### src/rtl/core/drf_pkg.sv
// shared types, codes and defaults for the detection region filter
`default_nettype none
package drf_pkg;

	localparam int DEF_MAX_VERTICES = 16;
	localparam int DEF_MAX_ZONES    = 8;
	localparam int DEF_NUM_LABELS   = 256;

	localparam logic [6:0] RST_CONF_THR = 7'd50;
	localparam logic [9:0] RST_MIN_W    = 10'd0;
	localparam logic [9:0] RST_MIN_H    = 10'd0;
	localparam logic [9:0] RST_AOI_LO   = 10'd100;
	localparam logic [9:0] RST_AOI_HI   = 10'd900;

	typedef enum logic [1:0] {
		KIND_DET   = 2'd0,
		KIND_AREA  = 2'd1,
		KIND_EXCL  = 2'd2,
		KIND_LABEL = 2'd3
	} kind_t;

	typedef enum logic [2:0] {
		RSN_NONE  = 3'd0,
		RSN_CONF  = 3'd1,
		RSN_SIZE  = 3'd2,
		RSN_AREA  = 3'd3,
		RSN_EXCL  = 3'd4,
		RSN_LABEL = 3'd5
	} reason_t;

	typedef enum logic [2:0] {
		CFG_CONF_THR = 3'd0,
		CFG_MIN_W    = 3'd1,
		CFG_MIN_H    = 3'd2,
		CFG_AOI_L    = 3'd3,
		CFG_AOI_T    = 3'd4,
		CFG_AOI_R    = 3'd5,
		CFG_AOI_B    = 3'd6
	} cfg_reg_t;

	typedef enum logic [2:0] {
		ST_IDLE,
		ST_CHECK,
		ST_ZSEL,
		ST_SCAN,
		ST_DRAIN,
		ST_DONE
	} state_t;

	typedef struct packed {
		logic [9:0] y;
		logic [9:0] x;
	} vertex_t;

	typedef struct packed {
		logic       area;
		logic       excl;
		logic [2:0] zone;
		logic [3:0] vidx;
		logic       flag;
		logic       closes;
		vertex_t    vtx;
	} vtx_load_t;

endpackage
`default_nettype wire

### src/rtl/core/drf_label_store.sv
// label ignore flags in a memory, cleared by a sweep after reset
`default_nettype none
module drf_label_store #(
	parameter int NUM_LABELS = drf_pkg::DEF_NUM_LABELS
) (
	input  logic                          clk,
	input  logic                          arst_n,
	input  logic                          wr_en,
	input  logic [$clog2(NUM_LABELS)-1:0] waddr,
	input  logic                          wdata,
	input  logic [$clog2(NUM_LABELS)-1:0] raddr,
	output logic                          rdata,
	output logic                          busy
);
	import drf_pkg::*;

	localparam int LAW = $clog2(NUM_LABELS);

	logic           mem [NUM_LABELS];
	logic           rdata_q;
	logic           busy_q;
	logic [LAW-1:0] clr_q;

	always_ff @(posedge clk) begin
		if (busy_q) begin
			mem[clr_q] <= 1'b0;
		end else if (wr_en) begin
			mem[waddr] <= wdata;
		end
		rdata_q <= mem[raddr];
	end

	always_ff @(posedge clk or negedge arst_n) begin
		if (!arst_n) begin
			busy_q <= 1'b1;
			clr_q  <= '0;
		end else if (busy_q) begin
			if (32'(clr_q) == NUM_LABELS - 1) begin
				busy_q <= 1'b0;
			end else begin
				clr_q <= clr_q + LAW'(1);
			end
		end
	end

	assign rdata = rdata_q;
	assign busy  = busy_q;

endmodule
`default_nettype wire

### config.mk
export PLATFORM = sky130hd
export DESIGN_NAME = drf_label_store
export DESIGN_NICKNAME = d
export VERILOG_FILES = /design/src/rtl/core/drf_pkg.sv /design/src/rtl/core/drf_label_store.sv
export SDC_FILE = /design/constraint.sdc
export NUM_CORES = 1
export LEC_CHECK = 0
export BUFFER_PORTS_ARGS = -buffer_cell sky130_fd_sc_hd__buf_2
export CORE_MARGIN = 2
export CORE_UTILIZATION = 40
export DETAILED_ROUTE_END_ITERATION = 10
export SLEW_MARGIN = 20
export SYNTH_ARGS = -nofsm -noshare
export SYNTH_HDL_FRONTEND = slang
export SYNTH_SLANG_ARGS = --single-unit
### constraint.sdc
create_clock -name clk -period 12.2 [get_ports clk]
set_clock_uncertainty 0.2 [all_clocks]
set_input_delay 0 -clock clk [delete_from_list [all_inputs] [get_ports clk]]
set_output_delay 0 -clock clk [all_outputs]
set_load 0.02 [all_outputs]
==> results <==
- The flow ran to the end, and the final reports show no timing, DRC or antenna violations.
- The width of the chip is between 150 and 200 µm.
- The multiplexer share of the synthesized area is 13.0%.
- The global placer's final weighted congestion is approximately 0.75.
- Overall power consumption after layout is estimated at 1.88 mW.
- Along the worst path, the maximum fanout reaches 109.
- Ranked by total cell area, the synthesized netlist is headed by edfxtp_1 65%, nor2_1 8.4%, mux4_2 7.2%.
- By area, the combinational part of the netlist is dominated by simple AND/OR/NAND/NOR gates.
- In the layout the commonest cells are 268 x nor2_1, 256 x edfxtp_1, 57 x mux2i_1, 51 x nand2_1, 38 x mux4_2.
- TritonCTS built the clock tree.
- Setup violations remaining at the end of the flow were counted as 0.
- The final count of pins violating max slew came to 0.
- The cell type with the largest total area after synthesis is edfxtp_1.
- The final sum of negative setup slack is 0 ps.
- The post-route netlist has roughly an eighth of its cells at a drive strength greater than 1.
- Setup repair after global routing left no endpoint under its margin.
- STA puts the critical path data required time at approximately 12000 ps.
- The number of antenna violations at the first check in global routing is 0.
- CTS built an H-tree with a depth of 1.
- The number of search-and-repair iterations in the first detailed-routing pass is 5.
- The average wire per cell in the routed design is 20.8 µm.
- The final wirelength is 26.8 mm.
- The type of the worst setup path is register to register.
- During synthesis, Yosys emitted a total of 0 warnings.
- The analysis attributes to cell leakage a power of 4.14 nW.
- 0 antenna diodes ended up in the layout.
- The DRC violation count after routing is 0.
- Of the total synthesized cell area, the portion taken by XOR and XNOR cells is 0.515%.
- The number of violations of the max-capacitance limit is 0.
- The number of distinct library cell variants in the gate-level netlist after synthesis is 50.
- The post-synthesis share of cell area spent on and, or, nand and nor gates is a little over an eighth.
- Using the TritonRoute via totals, the vias-per-cell ratio works out to 5.50.
- The worst-margin pin slew is 1010 ps.
- The most common cell after layout, fill and taps aside is nor2_1.
- The number of enable-type register cells in the synthesized netlist is 256.
- At the worst endpoint, the arrival time is 3840 ps.
- The share of synthesized area in the top cell type comes to roughly 65%.
- The synthesized netlist devotes around 3.6% of its cell area to compound gates.
- The type of origin of the critical path is a register.
- Counting flops with an async set or reset pin after synthesis yields a share of 3.38%.
- In this run the worst hold path is classified as primary input to register.
- Headroom to the max-slew limit came out at about a third.
- The count of nets left with antenna violations once routing finished came out at 0.
- The final critical path takes up a little under a third of the cycle.
- The number of global-route vias before repair is 7037.
- The vertical extent of the die is 177 µm.
- From synthesis to final layout, the design area changed by 10.0%.
- The first global-routing pass estimated 41.0 mm of wire.
- The number of placement rows is 63.
- The maximum number of pins on one net before global-route repair is 110.
- Synthesis produced a netlist with a net count of 900.
- The via count is 7085.
- The die area is 31200 µm².
- The sequential-to-total area share from yosys stat is 66.6%.
- The HPWL after detailed placement is 16.1 mm.
- The count of buffers added on input and output ports is 21.
- TritonCTS created 28 clock buffers.
- The boundary pin count is 22.
- The net count of the finished layout is about 900.
- The area of the placeable core is 29500 µm².
- The TritonCTS sink count is 266.
- Prior to clock tree synthesis, the placed netlist has a worst setup slack of 8020 ps.
- The prevailing post-synth register cell is edfxtp_1.
- The final core utilization is ~44%.
- The clock-pin slew reported for the worst setup and hold paths after clock tree synthesis is around 60 ps.
- The critical path capture point type is a register.
- The synthesized flop and latch total is approximately 270.
- The shortest period the worst path allows is 3840 ps.
- The synthesized area is 11900 µm².
- The final hold violation count came to 0.
- The synthesized netlist cell count is 879.
- After the first detailed-routing iteration, the DRC count stood at 615.
- The buffer type at the clock tree root is clkbuf_16.
- The mean instance size in the synthesized netlist is 13.6 µm².
- Global routing consumed, over all layers together, 17.3% of the routing resources.
- The sum of overflow across all layers after global routing is 0.
- The worst-case setup margin in the final layout is 8360 ps.
- The clock latency of the later-clocked register in the worst-skew pair is 550 ps.
- For this configuration, the core starts out at a cell density of 40.4%.
- The post-synthesis adder-cell area fraction is 0.105%.
- Dividing total power by cell area gives a power density of between 100 and 150 nW/µm².
- The number of setup buffers added after CTS is 0.
- Static timing analysis puts the maximum clock frequency at around 260 MHz.
- The highest ir drop seen on vdd is 0.0962 mV.
- The clock passes through at most 3 buffers.
## critical path, cell delays in order (launching register included)
cell and delay [ps]:
dfstp_2 390, nor2b_2 590, and2_4 590, buf_4 750
buf_4 860
## power by group
| group | internal (mW) | total (mW) | switching [mW] | leakage (nW) |
|---|---|---|---|---|
| Combinational | 0.0335 | 0.101 | 0.0674 | 1.23 |
| Sequential | 1.00 | 1.00 | 0.000300 | 2.51 |
| Clock | 0.436 | 0.778 | 0.342 | 0.402 |
| Total | 1.47 | 1.88 | 0.410 | 4.14 |
## synthesized netlist by cell type, types with 2 or more instances
library cell and instances:
mux4_2 38, o2111ai_1 3, o22a_1 6, a22oi_1 3, xnor2_1 6, nor2_1 268, edfxtp_1 256, o41ai_1 2
a2111oi_0 3, mux2_2 2, nand4_1 2, buf_4 6, a211oi_1 2, o21ai_1 3, or3_1 4, nor3_1 3
nor4_1 2, dfrtp_1 8, nand2_1 51, nand3b_1 19, o41a_1 2, o22ai_1 15, o21ai_0 5, nand2b_1 2
buf_6 8, buf_2 10, o31ai_1 4, mux2i_1 57, nand3_1 24, and2_1 3, inv_1 2, a22o_1 2
clkbuf_1 38, mux4_1 4
## per-layer routing
metal / global-route usage [%] / part of all wire (%) / wire length, µm
met1: 23.6 / 44 / 11900
met5: 0 / 0 / 0
met3: 1.85 / 4.4 / 1170
met4: 4.92 / 2.2 / 597
met2: 29.6 / 49 / 13100
## timing repair
item / 4_1_cts / 5_1_grt
setup endpoints to repair: 0 / 0
gates resized for setup: 0 / 0
endpoints found under the hold margin: 69 / 0
hold buffers: 7 / 0
## registers in the layout, indices dropped and copies added (netlist names)
signal and count:
mem 256, clr_q 8, busy 1, rdata 1
## metrics by stage
stage	area, µm²	cells	hold slack [ps]
2_1_floorplan	11900	879	-496
3_3_place_gp	12200	1231	-340
3_5_place_dp	12200	1231	-336
4_1_cts	13100	1288	9.61
5_1_grt	13100	1288	100
6_report	13100	1288	32.6
## final cells by class
class                      instances  area, µm²
fill                            2721      16400
sequential                       266       7930
multi-input combinational        548       3650
clock buffer                      40        767
tap                              390        488
timing repair buffer              32        210
clock inverter                    10       55.1
inverter                           2       7.51
## kinds of logic after synthesis
kind of cell    count (synthesis)
simple gates                  382
flops                         266
mux                           101
buf+inv                        65
compound gates                 57
xor+xnor                        7
fa+ha+maj                       1
## path summary, 6_finish.rpt
check / startpoint / end / slack [ps] / cells after the start
max: busy / mem[139] / 8360 / 4
min: waddr[3] / mem[171] / 30 / 5
max reg2reg: busy / mem[139] / 8360 / 4
min reg2reg: clr_q[5] / clr_q[5] / 350 / 1
max in group asynchronous: arst_n / busy / 11220 / 3
min in group asynchronous: arst_n / clr_q[2] / 260 / 3
Note: power is estimated with default switching activity, not from simulation.
